<file path="src/sv/stt_pkg.sv">
`timescale 1ns / 1ps
`default_nettype none
// ----------------------------------------------------------------------------
// stt_pkg: shared types and constants of the source text tokenizer
// Token kinds, error codes, scanner modes and the keyword table.
// ----------------------------------------------------------------------------
package stt_pkg;

	localparam int KIND_W = 6;
	localparam int ERR_W  = 3;

	// Token kinds outside the keyword range.
	localparam logic [KIND_W-1:0] K_ASSIGN  = 6'd25;
	localparam logic [KIND_W-1:0] K_ARROW   = 6'd26;
	localparam logic [KIND_W-1:0] K_LT      = 6'd27;
	localparam logic [KIND_W-1:0] K_LE      = 6'd28;
	localparam logic [KIND_W-1:0] K_GT      = 6'd29;
	localparam logic [KIND_W-1:0] K_GE      = 6'd30;
	localparam logic [KIND_W-1:0] K_EQ      = 6'd31;
	localparam logic [KIND_W-1:0] K_NE      = 6'd32;
	localparam logic [KIND_W-1:0] K_PLUS    = 6'd33;
	localparam logic [KIND_W-1:0] K_MINUS   = 6'd34;
	localparam logic [KIND_W-1:0] K_STAR    = 6'd35;
	localparam logic [KIND_W-1:0] K_SLASH   = 6'd36;
	localparam logic [KIND_W-1:0] K_RANGE   = 6'd37;
	localparam logic [KIND_W-1:0] K_LPAREN  = 6'd38;
	localparam logic [KIND_W-1:0] K_RPAREN  = 6'd39;
	localparam logic [KIND_W-1:0] K_LBRACK  = 6'd40;
	localparam logic [KIND_W-1:0] K_RBRACK  = 6'd41;
	localparam logic [KIND_W-1:0] K_LBRACE  = 6'd42;
	localparam logic [KIND_W-1:0] K_RBRACE  = 6'd43;
	localparam logic [KIND_W-1:0] K_COMMA   = 6'd44;
	localparam logic [KIND_W-1:0] K_DOT     = 6'd45;
	localparam logic [KIND_W-1:0] K_IDENT   = 6'd46;
	localparam logic [KIND_W-1:0] K_INT     = 6'd47;
	localparam logic [KIND_W-1:0] K_REAL    = 6'd48;
	localparam logic [KIND_W-1:0] K_STRING  = 6'd49;
	localparam logic [KIND_W-1:0] K_SEMI    = 6'd50;
	localparam logic [KIND_W-1:0] K_NEWLINE = 6'd51;
	localparam logic [KIND_W-1:0] K_EOF     = 6'd52;
	localparam logic [KIND_W-1:0] K_ERROR   = 6'd53;

	// Error codes.
	localparam logic [ERR_W-1:0] E_NONE    = 3'd0;
	localparam logic [ERR_W-1:0] E_CHAR    = 3'd1;
	localparam logic [ERR_W-1:0] E_NUMBER  = 3'd2;
	localparam logic [ERR_W-1:0] E_STRING  = 3'd3;
	localparam logic [ERR_W-1:0] E_OPER    = 3'd4;

	// Scanner modes.
	typedef enum logic [3:0] {
		MODE_IDLE,
		MODE_IDENT,
		MODE_INT,
		MODE_INTDOT,
		MODE_REAL,
		MODE_STR,
		MODE_OP,
		MODE_DOT,
		MODE_ERR
	} mode_t;

	// Keyword table, text right-aligned in 64 bits.
	localparam int KW_COUNT = 25;
	localparam logic [63:0] KW_TEXT [KW_COUNT] = '{
		64'("var"), 64'("is"), 64'("if"), 64'("then"), 64'("else"),
		64'("end"), 64'("while"), 64'("for"), 64'("in"), 64'("loop"),
		64'("exit"), 64'("print"), 64'("return"), 64'("or"), 64'("and"),
		64'("xor"), 64'("not"), 64'("int"), 64'("real"), 64'("bool"),
		64'("string"), 64'("func"), 64'("true"), 64'("false"), 64'("none")
	};
	localparam logic [3:0] KW_LEN [KW_COUNT] = '{
		4'd3, 4'd2, 4'd2, 4'd4, 4'd4, 4'd3, 4'd5, 4'd3, 4'd2, 4'd4,
		4'd4, 4'd5, 4'd6, 4'd2, 4'd3, 4'd3, 4'd3, 4'd3, 4'd4, 4'd4,
		4'd6, 4'd4, 4'd4, 4'd5, 4'd4
	};

	// Keyword number for an identifier, or the identifier kind.
	function automatic logic [KIND_W-1:0] kw_kind(input logic [63:0] text,
			input logic [3:0] len);
		logic [KIND_W-1:0] k;
		k = K_IDENT;
		for (int i = KW_COUNT - 1; i >= 0; i--) begin
			if (KW_LEN[i] == len && KW_TEXT[i] == text) begin
				k = KIND_W'(i);
			end
		end
		return k;
	endfunction

endpackage
`default_nettype wire

</file>
<file path="src/sv/stt_front.sv">
`timescale 1ns / 1ps
`default_nettype none
// ----------------------------------------------------------------------------
// stt_front: character scanner
// Classifies each accepted byte, keeps the pending token and produces the
// zero, one or two tokens that the byte completes.
// ----------------------------------------------------------------------------
module stt_front #(
	parameter int OFFSET_BITS   = 24,
	parameter int LENGTH_BITS   = 16,
	parameter int KEYWORD_CHARS = 6,
	parameter int TOK_W         = stt_pkg::KIND_W + OFFSET_BITS + LENGTH_BITS
		+ stt_pkg::ERR_W
) (
	input  wire logic             clk,
	input  wire logic             arst_n,
	input  wire logic             in_accept,
	input  wire logic [7:0]       char_byte,
	input  wire logic             end_of_source,
	output logic                  push,
	output logic [1:0]            push_cnt,
	output logic [TOK_W-1:0]      push_tok0,
	output logic [TOK_W-1:0]      push_tok1
);
	import stt_pkg::*;

	localparam int PFX_W = 8 * KEYWORD_CHARS;
	localparam logic [LENGTH_BITS-1:0] LEN_MAX = '1;

	mode_t                  mode_q, mode_d;
	logic [7:0]             held_q, held_d;
	logic [PFX_W-1:0]       prefix_q, prefix_d;
	logic [LENGTH_BITS-1:0] plen_q, plen_d;
	logic [OFFSET_BITS-1:0] pstart_q, pstart_d;
	logic [OFFSET_BITS-1:0] off_q, off_d;

	logic [7:0]       c;
	logic             is_dig, is_alp;
	logic             fl_v, id_v, a_v, b_v, take_idle;
	logic [TOK_W-1:0] fl_tok, id_tok, a_tok, b_tok;
	mode_t            id_mode;
	logic [KIND_W-1:0] pair_k;
	logic             pair_v;
	logic [LENGTH_BITS-1:0] plen1, plen2;

	function automatic logic [TOK_W-1:0] mk(input logic [KIND_W-1:0] k,
			input logic [OFFSET_BITS-1:0] s, input logic [LENGTH_BITS-1:0] l,
			input logic [ERR_W-1:0] e);
		return {e, l, s, k};
	endfunction

	function automatic logic [LENGTH_BITS-1:0] sat(input logic [LENGTH_BITS-1:0] x,
			input logic [1:0] d);
		logic [LENGTH_BITS:0] s;
		s = {1'b0, x} + (LENGTH_BITS+1)'(d);
		return s[LENGTH_BITS] ? LEN_MAX : s[LENGTH_BITS-1:0];
	endfunction

	function automatic logic [KIND_W-1:0] single_kind(input logic [7:0] a);
		logic [KIND_W-1:0] k;
		case (a)
			"<": k = K_LT;
			">": k = K_GT;
			"=": k = K_EQ;
			default: k = K_SLASH;
		endcase
		return k;
	endfunction

	assign c      = char_byte;
	assign is_dig = (c >= "0") && (c <= "9");
	assign is_alp = ((c >= "a") && (c <= "z")) || ((c >= "A") && (c <= "Z")) || (c == "_");
	assign plen1  = sat(plen_q, 2'd1);
	assign plen2  = sat(plen_q, 2'd2);

	// Two-character operator formed by the held byte and this one.
	always_comb begin
		pair_v = 1'b1;
		pair_k = K_ASSIGN;
		if (held_q == ":" && c == "=") pair_k = K_ASSIGN;
		else if (held_q == "=" && c == ">") pair_k = K_ARROW;
		else if (held_q == "<" && c == "=") pair_k = K_LE;
		else if (held_q == ">" && c == "=") pair_k = K_GE;
		else if (held_q == "/" && c == "=") pair_k = K_NE;
		else pair_v = 1'b0;
	end

	// Token that the pending state stands for when it ends.
	always_comb begin
		fl_v   = 1'b1;
		fl_tok = '0;
		case (mode_q)
			MODE_IDENT: begin
				if (plen_q > LENGTH_BITS'(KEYWORD_CHARS))
					fl_tok = mk(K_IDENT, pstart_q, plen_q, E_NONE);
				else
					fl_tok = mk(kw_kind(64'(prefix_q), plen_q[3:0]), pstart_q, plen_q,
						E_NONE);
			end
			MODE_INT:    fl_tok = mk(K_INT, pstart_q, plen_q, E_NONE);
			MODE_INTDOT: fl_tok = mk(K_ERROR, pstart_q, '0, E_NUMBER);
			MODE_REAL:   fl_tok = mk(K_REAL, pstart_q, plen_q, E_NONE);
			MODE_STR:    fl_tok = mk(K_ERROR, pstart_q, '0, E_STRING);
			MODE_OP: begin
				if (held_q == ":") fl_tok = mk(K_ERROR, pstart_q, '0, E_OPER);
				else fl_tok = mk(single_kind(held_q), pstart_q, LENGTH_BITS'(1), E_NONE);
			end
			MODE_DOT:    fl_tok = mk(K_DOT, pstart_q, LENGTH_BITS'(1), E_NONE);
			default:     fl_v = 1'b0;
		endcase
	end

	// Handling of a byte that starts from the idle mode.
	always_comb begin
		id_v    = 1'b1;
		id_mode = MODE_IDLE;
		id_tok  = mk(K_NEWLINE, off_q, LENGTH_BITS'(1), E_NONE);
		case (c)
			" ", 8'h09: id_v = 1'b0;
			8'h0a: id_tok = mk(K_NEWLINE, off_q, LENGTH_BITS'(1), E_NONE);
			";": id_tok = mk(K_SEMI, off_q, LENGTH_BITS'(1), E_NONE);
			"+": id_tok = mk(K_PLUS, off_q, LENGTH_BITS'(1), E_NONE);
			"-": id_tok = mk(K_MINUS, off_q, LENGTH_BITS'(1), E_NONE);
			"*": id_tok = mk(K_STAR, off_q, LENGTH_BITS'(1), E_NONE);
			"(": id_tok = mk(K_LPAREN, off_q, LENGTH_BITS'(1), E_NONE);
			")": id_tok = mk(K_RPAREN, off_q, LENGTH_BITS'(1), E_NONE);
			"[": id_tok = mk(K_LBRACK, off_q, LENGTH_BITS'(1), E_NONE);
			"]": id_tok = mk(K_RBRACK, off_q, LENGTH_BITS'(1), E_NONE);
			"{": id_tok = mk(K_LBRACE, off_q, LENGTH_BITS'(1), E_NONE);
			"}": id_tok = mk(K_RBRACE, off_q, LENGTH_BITS'(1), E_NONE);
			",": id_tok = mk(K_COMMA, off_q, LENGTH_BITS'(1), E_NONE);
			default: begin
				id_v = 1'b0;
				if (c == 8'h22 || c == 8'h27) id_mode = MODE_STR;
				else if (is_dig) id_mode = MODE_INT;
				else if (is_alp) id_mode = MODE_IDENT;
				else if (c == ":" || c == "=" || c == "<" || c == ">" || c == "/")
					id_mode = MODE_OP;
				else if (c == ".") id_mode = MODE_DOT;
				else begin
					id_mode = MODE_ERR;
					id_v    = 1'b1;
					id_tok  = mk(K_ERROR, off_q, '0, E_CHAR);
				end
			end
		endcase
	end

	// Next state and the tokens of this byte.
	always_comb begin
		mode_d    = mode_q;
		held_d    = held_q;
		prefix_d  = prefix_q;
		plen_d    = plen_q;
		pstart_d  = pstart_q;
		off_d     = off_q + OFFSET_BITS'(1);
		a_v       = 1'b0;
		a_tok     = fl_tok;
		b_v       = 1'b0;
		b_tok     = id_tok;
		take_idle = 1'b0;
		if (end_of_source) begin
			a_v      = fl_v;
			b_v      = 1'b1;
			b_tok    = mk(K_EOF, off_q, '0, E_NONE);
			mode_d   = MODE_IDLE;
			held_d   = '0;
			prefix_d = '0;
			plen_d   = '0;
			pstart_d = '0;
			off_d    = '0;
		end else begin
			case (mode_q)
				MODE_IDLE: take_idle = 1'b1;
				MODE_IDENT: begin
					if (is_alp || is_dig) begin
						if (plen_q < LENGTH_BITS'(KEYWORD_CHARS))
							prefix_d = {prefix_q[PFX_W-9:0], c};
						plen_d = plen1;
					end else begin
						a_v = 1'b1;
						take_idle = 1'b1;
					end
				end
				MODE_INT: begin
					if (is_dig) plen_d = plen1;
					else if (c == ".") mode_d = MODE_INTDOT;
					else begin
						a_v = 1'b1;
						take_idle = 1'b1;
					end
				end
				MODE_INTDOT: begin
					if (c == ".") begin
						a_v    = 1'b1;
						a_tok  = mk(K_INT, pstart_q, plen_q, E_NONE);
						b_v    = 1'b1;
						b_tok  = mk(K_RANGE, off_q - OFFSET_BITS'(1), LENGTH_BITS'(2), E_NONE);
						mode_d = MODE_IDLE;
					end else if (is_dig) begin
						plen_d = plen2;
						mode_d = MODE_REAL;
					end else begin
						a_v    = 1'b1;
						mode_d = MODE_ERR;
					end
				end
				MODE_REAL: begin
					if (is_dig) plen_d = plen1;
					else if (c == ".") begin
						a_v    = 1'b1;
						a_tok  = mk(K_ERROR, pstart_q, '0, E_NUMBER);
						mode_d = MODE_ERR;
					end else begin
						a_v = 1'b1;
						take_idle = 1'b1;
					end
				end
				MODE_STR: begin
					plen_d = plen1;
					if (c == held_q) begin
						a_v    = 1'b1;
						a_tok  = mk(K_STRING, pstart_q, plen1, E_NONE);
						mode_d = MODE_IDLE;
					end
				end
				MODE_OP: begin
					if (pair_v) begin
						a_v    = 1'b1;
						a_tok  = mk(pair_k, pstart_q, LENGTH_BITS'(2), E_NONE);
						mode_d = MODE_IDLE;
					end else if (held_q == ":") begin
						a_v    = 1'b1;
						mode_d = MODE_ERR;
					end else begin
						a_v = 1'b1;
						take_idle = 1'b1;
					end
				end
				MODE_DOT: begin
					if (c == ".") begin
						a_v    = 1'b1;
						a_tok  = mk(K_RANGE, pstart_q, LENGTH_BITS'(2), E_NONE);
						mode_d = MODE_IDLE;
					end else begin
						a_v = 1'b1;
						take_idle = 1'b1;
					end
				end
				MODE_ERR: mode_d = MODE_ERR;
				default:  mode_d = MODE_IDLE;
			endcase
			if (take_idle) begin
				mode_d   = id_mode;
				pstart_d = off_q;
				plen_d   = LENGTH_BITS'(1);
				held_d   = c;
				prefix_d = PFX_W'(c);
				b_v      = id_v;
			end
		end
	end

	// Pack the tokens in order of appearance.
	always_comb begin
		push_tok1 = b_tok;
		if (a_v) begin
			push_tok0 = a_tok;
			push_cnt  = b_v ? 2'd2 : 2'd1;
		end else begin
			push_tok0 = b_tok;
			push_cnt  = b_v ? 2'd1 : 2'd0;
		end
		push = in_accept && (push_cnt != 2'd0);
	end

	// Scanner state.
	always_ff @(posedge clk or negedge arst_n) begin
		if (!arst_n) begin
			mode_q   <= MODE_IDLE;
			held_q   <= '0;
			prefix_q <= '0;
			plen_q   <= '0;
			pstart_q <= '0;
			off_q    <= '0;
		end else if (in_accept) begin
			mode_q   <= mode_d;
			held_q   <= held_d;
			prefix_q <= prefix_d;
			plen_q   <= plen_d;
			pstart_q <= pstart_d;
			off_q    <= off_d;
		end
	end

endmodule
`default_nettype wire

</file>
<file path="src/sv/stt_queue.sv">
`timescale 1ns / 1ps
`default_nettype none
// ----------------------------------------------------------------------------
// stt_queue: token pair queue
// A short queue of token groups between the scanner and the output side.
// ----------------------------------------------------------------------------
module stt_queue #(
	parameter int ENTRY_W = 8,
	parameter int DEPTH   = 4
) (
	input  wire logic               clk,
	input  wire logic               arst_n,
	input  wire logic               wr_en,
	input  wire logic [ENTRY_W-1:0] wr_data,
	input  wire logic               rd_en,
	output logic [ENTRY_W-1:0]      rd_data,
	output logic                    empty,
	output logic                    full
);
	localparam int AW = (DEPTH > 1) ? $clog2(DEPTH) : 1;

	logic [ENTRY_W-1:0] mem_q [DEPTH];
	logic [AW-1:0]      wp_q, rp_q;
	logic [AW:0]        cnt_q;

	assign empty   = (cnt_q == '0);
	assign full    = (cnt_q == (AW+1)'(DEPTH));
	assign rd_data = mem_q[rp_q];

	// Storage.
	always_ff @(posedge clk) begin
		if (wr_en) mem_q[wp_q] <= wr_data;
	end

	// Pointers and fill count.
	always_ff @(posedge clk or negedge arst_n) begin
		if (!arst_n) begin
			wp_q  <= '0;
			rp_q  <= '0;
			cnt_q <= '0;
		end else begin
			if (wr_en) wp_q <= (wp_q == AW'(DEPTH - 1)) ? '0 : wp_q + AW'(1);
			if (rd_en) rp_q <= (rp_q == AW'(DEPTH - 1)) ? '0 : rp_q + AW'(1);
			if (wr_en && !rd_en) cnt_q <= cnt_q + (AW+1)'(1);
			else if (rd_en && !wr_en) cnt_q <= cnt_q - (AW+1)'(1);
		end
	end

endmodule
`default_nettype wire

</file>
<file path="src/sv/stt_back.sv">
`timescale 1ns / 1ps
`default_nettype none
// ----------------------------------------------------------------------------
// stt_back: token output stage
// Takes token groups from the queue and hands them out one per request,
// marking the last token of each group.
// ----------------------------------------------------------------------------
module stt_back #(
	parameter int TOK_W = 8
) (
	input  wire logic               clk,
	input  wire logic               arst_n,
	input  wire logic               q_empty,
	input  wire logic [TOK_W*2+1:0] q_data,
	output logic                    q_pop,
	output logic                    out_valid,
	input  wire logic               out_ready,
	output logic [TOK_W-1:0]        out_tok,
	output logic                    out_last
);
	logic             valid_q, last_q, has2_q;
	logic [TOK_W-1:0] cur_q, sec_q;
	logic [1:0]       q_cnt;
	logic             free;

	assign q_cnt     = q_data[TOK_W*2+1:TOK_W*2];
	assign free      = !valid_q || (out_ready && !has2_q);
	assign q_pop     = free && !q_empty;
	assign out_valid = valid_q;
	assign out_tok   = cur_q;
	assign out_last  = last_q;

	// Control of the output register.
	always_ff @(posedge clk or negedge arst_n) begin
		if (!arst_n) begin
			valid_q <= 1'b0;
			last_q  <= 1'b0;
			has2_q  <= 1'b0;
		end else if (valid_q && out_ready && has2_q) begin
			has2_q <= 1'b0;
			last_q <= 1'b1;
		end else if (free) begin
			valid_q <= !q_empty;
			has2_q  <= q_cnt == 2'd2;
			last_q  <= q_cnt != 2'd2;
		end
	end

	// Token payload.
	always_ff @(posedge clk) begin
		if (valid_q && out_ready && has2_q) begin
			cur_q <= sec_q;
		end else if (q_pop) begin
			cur_q <= q_data[TOK_W-1:0];
			sec_q <= q_data[TOK_W*2-1:TOK_W];
		end
	end

endmodule
`default_nettype wire

</file>
<file path="src/sv/source_text_tokenizer.sv">
`timescale 1ns / 1ps
`default_nettype none
// ----------------------------------------------------------------------------
// source_text_tokenizer: streaming lexical analyzer
// Turns a stream of source bytes into tokens with kind, start and length.
// ----------------------------------------------------------------------------
// One source byte enters per cycle while the four-entry token queue has room;
// a byte that yields two tokens (a flushed token plus the next one) is handed
// out as two tokens, one per sink request, so the sustained rate is one byte
// per cycle as long as the sink keeps up and such bytes are rare. A token is
// offered once the output register loads it: the scanner writes the queue at
// the edge that accepts the byte completing it, and the output register loads
// from the queue whenever it is free. Most tokens are completed only by the
// byte after them; send an end-of-source request to flush the last one.
// After an error, bytes are dropped until end-of-source.
module source_text_tokenizer #(
	parameter int OFFSET_BITS   = 24,
	parameter int LENGTH_BITS   = 16,
	parameter int KEYWORD_CHARS = 6
) (
	input  wire logic clk,
	input  wire logic arst_n,
	input  wire logic s_tvalid,
	output logic      s_tready,
	input  wire logic [7:0] s_tdata,   // [7:0] char_byte
	input  wire logic [0:0] s_tuser,   // [0] end_of_source
	output logic      m_tvalid,
	input  wire logic m_tready,
	// token_kind, token_start, token_length, error_code from bit 0 up
	output logic [((stt_pkg::KIND_W + OFFSET_BITS + LENGTH_BITS + stt_pkg::ERR_W + 7)
		/ 8) * 8 - 1:0] m_tdata,
	output logic      m_tlast
);
	import stt_pkg::*;

	localparam int TOK_W = KIND_W + OFFSET_BITS + LENGTH_BITS + ERR_W;
	localparam int OUT_W = ((TOK_W + 7) / 8) * 8;
	localparam int ENT_W = 2 * TOK_W + 2;

	logic             in_accept, push, q_empty, q_full, q_pop;
	logic [1:0]       push_cnt;
	logic [TOK_W-1:0] tok0, tok1, out_tok;
	logic [ENT_W-1:0] q_rd;

	assign s_tready  = !q_full;
	assign in_accept = s_tvalid && s_tready;

	// Scanner.
	stt_front #(
		.OFFSET_BITS(OFFSET_BITS), .LENGTH_BITS(LENGTH_BITS),
		.KEYWORD_CHARS(KEYWORD_CHARS), .TOK_W(TOK_W)
	) u_front (
		.clk(clk), .arst_n(arst_n), .in_accept(in_accept),
		.char_byte(s_tdata[7:0]), .end_of_source(s_tuser[0]),
		.push(push), .push_cnt(push_cnt), .push_tok0(tok0), .push_tok1(tok1)
	);

	// Queue of token groups.
	stt_queue #(.ENTRY_W(ENT_W), .DEPTH(4)) u_queue (
		.clk(clk), .arst_n(arst_n), .wr_en(push), .wr_data({push_cnt, tok1, tok0}),
		.rd_en(q_pop), .rd_data(q_rd), .empty(q_empty), .full(q_full)
	);

	// Output stage.
	stt_back #(.TOK_W(TOK_W)) u_back (
		.clk(clk), .arst_n(arst_n), .q_empty(q_empty), .q_data(q_rd), .q_pop(q_pop),
		.out_valid(m_tvalid), .out_ready(m_tready), .out_tok(out_tok), .out_last(m_tlast)
	);

	assign m_tdata = OUT_W'(out_tok);

endmodule
`default_nettype wire

</file>
<file path="config.mk">
export PLATFORM = sky130hd
export DESIGN_NAME = source_text_tokenizer
export DESIGN_NICKNAME = d
export VERILOG_FILES = /design/src/sv/stt_pkg.sv /design/src/sv/stt_front.sv /design/src/sv/stt_queue.sv /design/src/sv/stt_back.sv /design/src/sv/source_text_tokenizer.sv
export SDC_FILE = /design/constraint.sdc
export NUM_CORES = 1
export LEC_CHECK = 0
export ABC_AREA = 1
export ABC_CLOCK_PERIOD_IN_PS = 12200
export BUFFER_PORTS_ARGS = -buffer_cell sky130_fd_sc_hd__buf_2
export CORE_UTILIZATION = 50
export CTS_CLUSTER_DIAMETER = 100
export DETAILED_ROUTE_END_ITERATION = 6
export PLACE_DENSITY_LB_ADDON = 0.12
export SYNTH_ARGS = -nofsm -noshare
export SYNTH_HDL_FRONTEND = slang
export SYNTH_SLANG_ARGS = --single-unit
</file>
<file path="constraint.sdc">
create_clock -name clk -period 12.2 [get_ports clk]
set_input_delay 0.61 -clock clk [delete_from_list [all_inputs] [get_ports clk]]
set_output_delay 0.61 -clock clk [all_outputs]
set_load 0.01 [all_outputs]
</file>
==> key figures <==
Routing
  • Routed wire length: approximately 71 mm
  • Ratio of routed vias to standard cells: 5.738
  • Number of routed nets with antenna violations: 0
  • Length of the first detailed-routing pass in iterations: 5
  • Detailed-route DRC error count: 0
  • DRC marker count from the first detailed-route iteration: 1,789
  • Vias post-DR: ~20k
  • Final routed wire length divided by cell count: 20.58 um

Timing
  • Count of endpoints failing setup in the final report: 0
  • Number of max-slew violations in the final report: 0
  • Final critical path time including I/O delays and setup: 5.033 ns
  • Final setup skew: 0.04095 ns
  • Setup repair after global routing missed its margin: no
  • Number of hold violations in the final report: 0
  • Setup Total Neg Slack: 0 ns
  • Measured slew at the worst slew-check pin: 1.167 ns
  • Slew margin rel.: 21.37%
  • Fin crit share: 41.25%
  • Top achievable clock speed: just under 0.2 GHz

Die
  • Number of placement rows: 82
  • Die Y-Extent: 229.4 um
  • Horizontal die dimension: 229.4 um
  • Top-Level Pins: slightly above 70
  • Die area: 52,610 um^2
  • Starting utilization of the core area: 51.10%
  • Area of the core: 50,580 um^2

Critical path
  • Maximum net fanout on the critical path: 61
  • R2R Setup Slk: 7.17 ns
  • Data arrival time at the worst-slack endpoint: 5.26 ns
  • Startpoint-to-endpoint class of the critical path: flip-flop to flip-flop
  • Element type at the critical path end: flip-flop
  • Reg2reg start: u_front.mode_q[2]
  • Worst Reg-to-Reg Cells: 17
  • Data required time at the worst endpoint: 12.42 ns
  • CP startpoint kind: flip-flop
  • Capturing point of the worst reg2reg path: u_queue.mem_q[3][95]

CTS
  • Post-CTS Hold Buffers: 0
  • CTS tree: done
  • Root Buffer: clkbuf_16
  • Worst-path clk slew: 0.07 ns
  • Post_cts resized: 0
  • Number of clock sinks: 547
  • H-tree levels: 2
  • Number of buffers added by the clock tree synthesis step: 56
  • Insertion delay to the later sink of the worst-skew pair: around 0.64 ns
  • Setup fix buffers added after clock tree synthesis: 0
  • Bufs on Longest Clock Path: 3

Outcome
  • Result of the run: finished clean

Placement
  • Port Buf Inserts: 64
  • GP Congestion: 0.9259
  • DP Wirelength: roughly 47 mm
  • # placed instances: roughly 3.3k

GRT
  • Overflow left after global routing: 0
  • Vias in the first global route: 18.88k
  • Number of antenna violations at the first check in global routing: 0
  • GRT Total Usage: 26.99%
  • Largest net degree at the start of global routing: 85
  • Global-route wire length before repair: 109.7 mm

Synthesis
  • Post-synthesis register bit count: 547
  • Cells after synthesis: ~2.7k
  • Mean area per synthesized cell: 9.535 um^2
  • Leading cell types by total area after synthesis: edfxtp_1 (48%), dfrtp_1 (13%), nor2_1 (7.7%)
  • Count of distinct cell types in the synthesized netlist: 59
  • Mapped cell area: around 26,000 um^2
  • Sequential-to-total area share from yosys stat: slightly above 60%
  • Library cell occupying the most area in the post-synthesis netlist: edfxtp_1
  • Count of synthesis-stage warnings from yosys: 0
  • Count of flip-flops with a built-in enable after synthesis: 413
  • Share of flip-flops with an asynchronous set or reset after synthesis: 24.50%
  • Proportion of netlist area held by the largest area contributor: 47.98%
  • Dominant register cell in the synthesized netlist: edfxtp_1

Power
  • Portion of total power attributed to the clock network: 29.2%
  • Switching power total: ~0.0023 W
  • Internal power component: 0.004207 W
  • Part of the power in combinational logic: between 20 and 30%
  • Leak Pwr: 10.93 nW
  • Fraction of power spent switching nets: 35.39%
  • IR Drop Worst-Case VDD: 127.5 uV
  • Post-layout power: 0.006512 W
  • Pwr dens: around 230 nW/um^2
  • Sequential group share of total power: a little over two fifths

Layout
  • Fillers: 4,424
  • Area Growth Syn to Fin: 11.33%
  • Layout cells sized above 1: 8.234%
  • Number of standard cells in the layout, taps in and fillers out: 3,454
  • Layout net count: 2,763

Run
  • Max cap viols: 0

Hold path
  • HP Class: input pin to async pin
-- registers in the layout (all words and copies together) (netlist names), 3 cells and up --
signal / count
u_front.prefix_q: 48
u_front.off_q: 24
u_front.plen_q: 16
u_back.sec_q: 32
u_front.held_q: 8
u_front.mode_q: 4
u_front.pstart_q: 24
u_queue.cnt_q: 3
u_back.out_tok: 49
u_queue.mem_q: 332
-- cells in the final DEF, fill, tap and decap left out, types with 4 or more instances in the layout --
cell and instances:
a21oi_1 68, a31oi_1 45, buf_2 63, buf_4 22
bufinv_16 13, clkbuf_1 12, clkbuf_16 56, clkbuf_8 4
clkinv_1 7, clkinv_2 5, clkinv_4 5, conb_1 7
dfrtp_1 132, edfxtp_1 413, ha_1 15, inv_1 254
inv_2 16, nand2_1 341, nand3_1 130, nand4_1 40
nor2_1 526, nor2_2 5, nor2_4 6, nor3_1 61
nor3_2 4, nor3b_1 6, nor4_1 22, o211ai_1 6
o21ai_0 259, o21ai_1 39, o22ai_1 84, o31ai_1 17
xor2_1 36
-- per-stage QoR --
stage | hold WS [ns] | utilization, % | setup WS (ns) | instance area [um^2]
2_1_floorplan | 0.3144 | - | 5.536 | 25870
5_1_grt | 0.07447 | 56.89 | 6.845 | 28770
3_3_place_gp | 0.4577 | 52.82 | 6.865 | 26720
3_5_place_dp | 0.4711 | 52.82 | 6.689 | 26720
6_report | 0.03095 | 56.89 | 7.167 | 28780
4_1_cts | 0.03708 | 56.89 | 7.191 | 28770
-- cell families (layout without fill, tap and decap cells) --
family,Yosys count,count (layout),synth area share [%]
AO/OA/AOI/OAI,546,546,11.78
XOR/XNOR,39,39,1.321
adder cells (fa/ha/maj),16,16,0.8035
buffers and inverters,402,466,6.133
flip-flops,547,547,60.95
other,1,8,0.01451
AND/OR/NAND/NOR,1160,1160,18.99
-- critical path, stage by stage (launching register included) --
cell and delay, ns:
dfrtp_1 0.41, inv_1 0.11, nor2_2 0.18, inv_2 0.10
nor2_2 0.22, inv_2 0.12, nor2_1 0.24, nand2_1 0.15
o21ai_2 0.11, nor2_4 0.07, nand2_4 0.13, nor3b_1 0.30
nor3_1 0.12, ha_1 0.22, nor2_1 0.29, inv_1 0.26
nor2_4 0.64, buf_4 0.82
-- routing by layer --
metal / track usage, % / wire length [um] / vias up
met1: 40.17 / 32580 / 9586
li1: - / - / 9386
met5: 0 / 0 / -
met4: 6.792 / 1321 / 0
met3: 5.727 / 6159 / 99
met2: 40.23 / 31040 / 749
-- how the worst max path moves through the flow --
stage                      startpoint              endpoint  slack [ns]  cells after the start
floorplan                  s_tdata[6]   u_queue.mem_q[0][0]        5.54                     17
global placement           s_tdata[7]  u_queue.mem_q[3][44]        6.86                     18
detailed placement         s_tdata[7]  u_queue.mem_q[3][44]        6.69                     18
CTS                 u_front.mode_q[2]  u_queue.mem_q[3][95]        7.19                     17
global route        u_front.mode_q[2]  u_queue.mem_q[3][95]        6.84                     17
finish              u_front.mode_q[2]  u_queue.mem_q[3][95]        7.17                     17
-- cell type report --
cell class | instances | area, um^2 | share of cell area, %
Sequential cell | 547 | 15760 | 54.77
Multi-Input combinational cell | 1768 | 8586 | 29.84
Clock buffer | 72 | 1501 | 5.218
Inverter | 275 | 1037 | 3.604
Tap cell | 672 | 840.8 | 2.922
Clock inverter | 33 | 556.8 | 1.935
Timing Repair Buffer | 86 | 491.7 | 1.709
Antenna cell | 1 | 2.502 | 0.008696
-- synthesized netlist by cell type (all sizes together), types with 45 or more instances --
cell and instances:
nand2 346, o21ai 299, nor3 66, nor2 538, o22ai 84, edfxtp 413, a31oi 45, inv 272
nand3 133, a21oi 70, clkbuf 93, dfrtp 134
-- power by group through the flow --
stage	sequential, W	clock, W	combinational, W
floorplan	0.00278	0	0.00122
global placement	0.00275	0	0.00187
detailed placement	0.00276	0	0.00189
CTS	0.00272	0.00193	0.00190
global route	0.00276	0.00199	0.00209
finish	0.00272	0.00190	0.00189
Note: power is estimated with default switching activity, not from simulation.
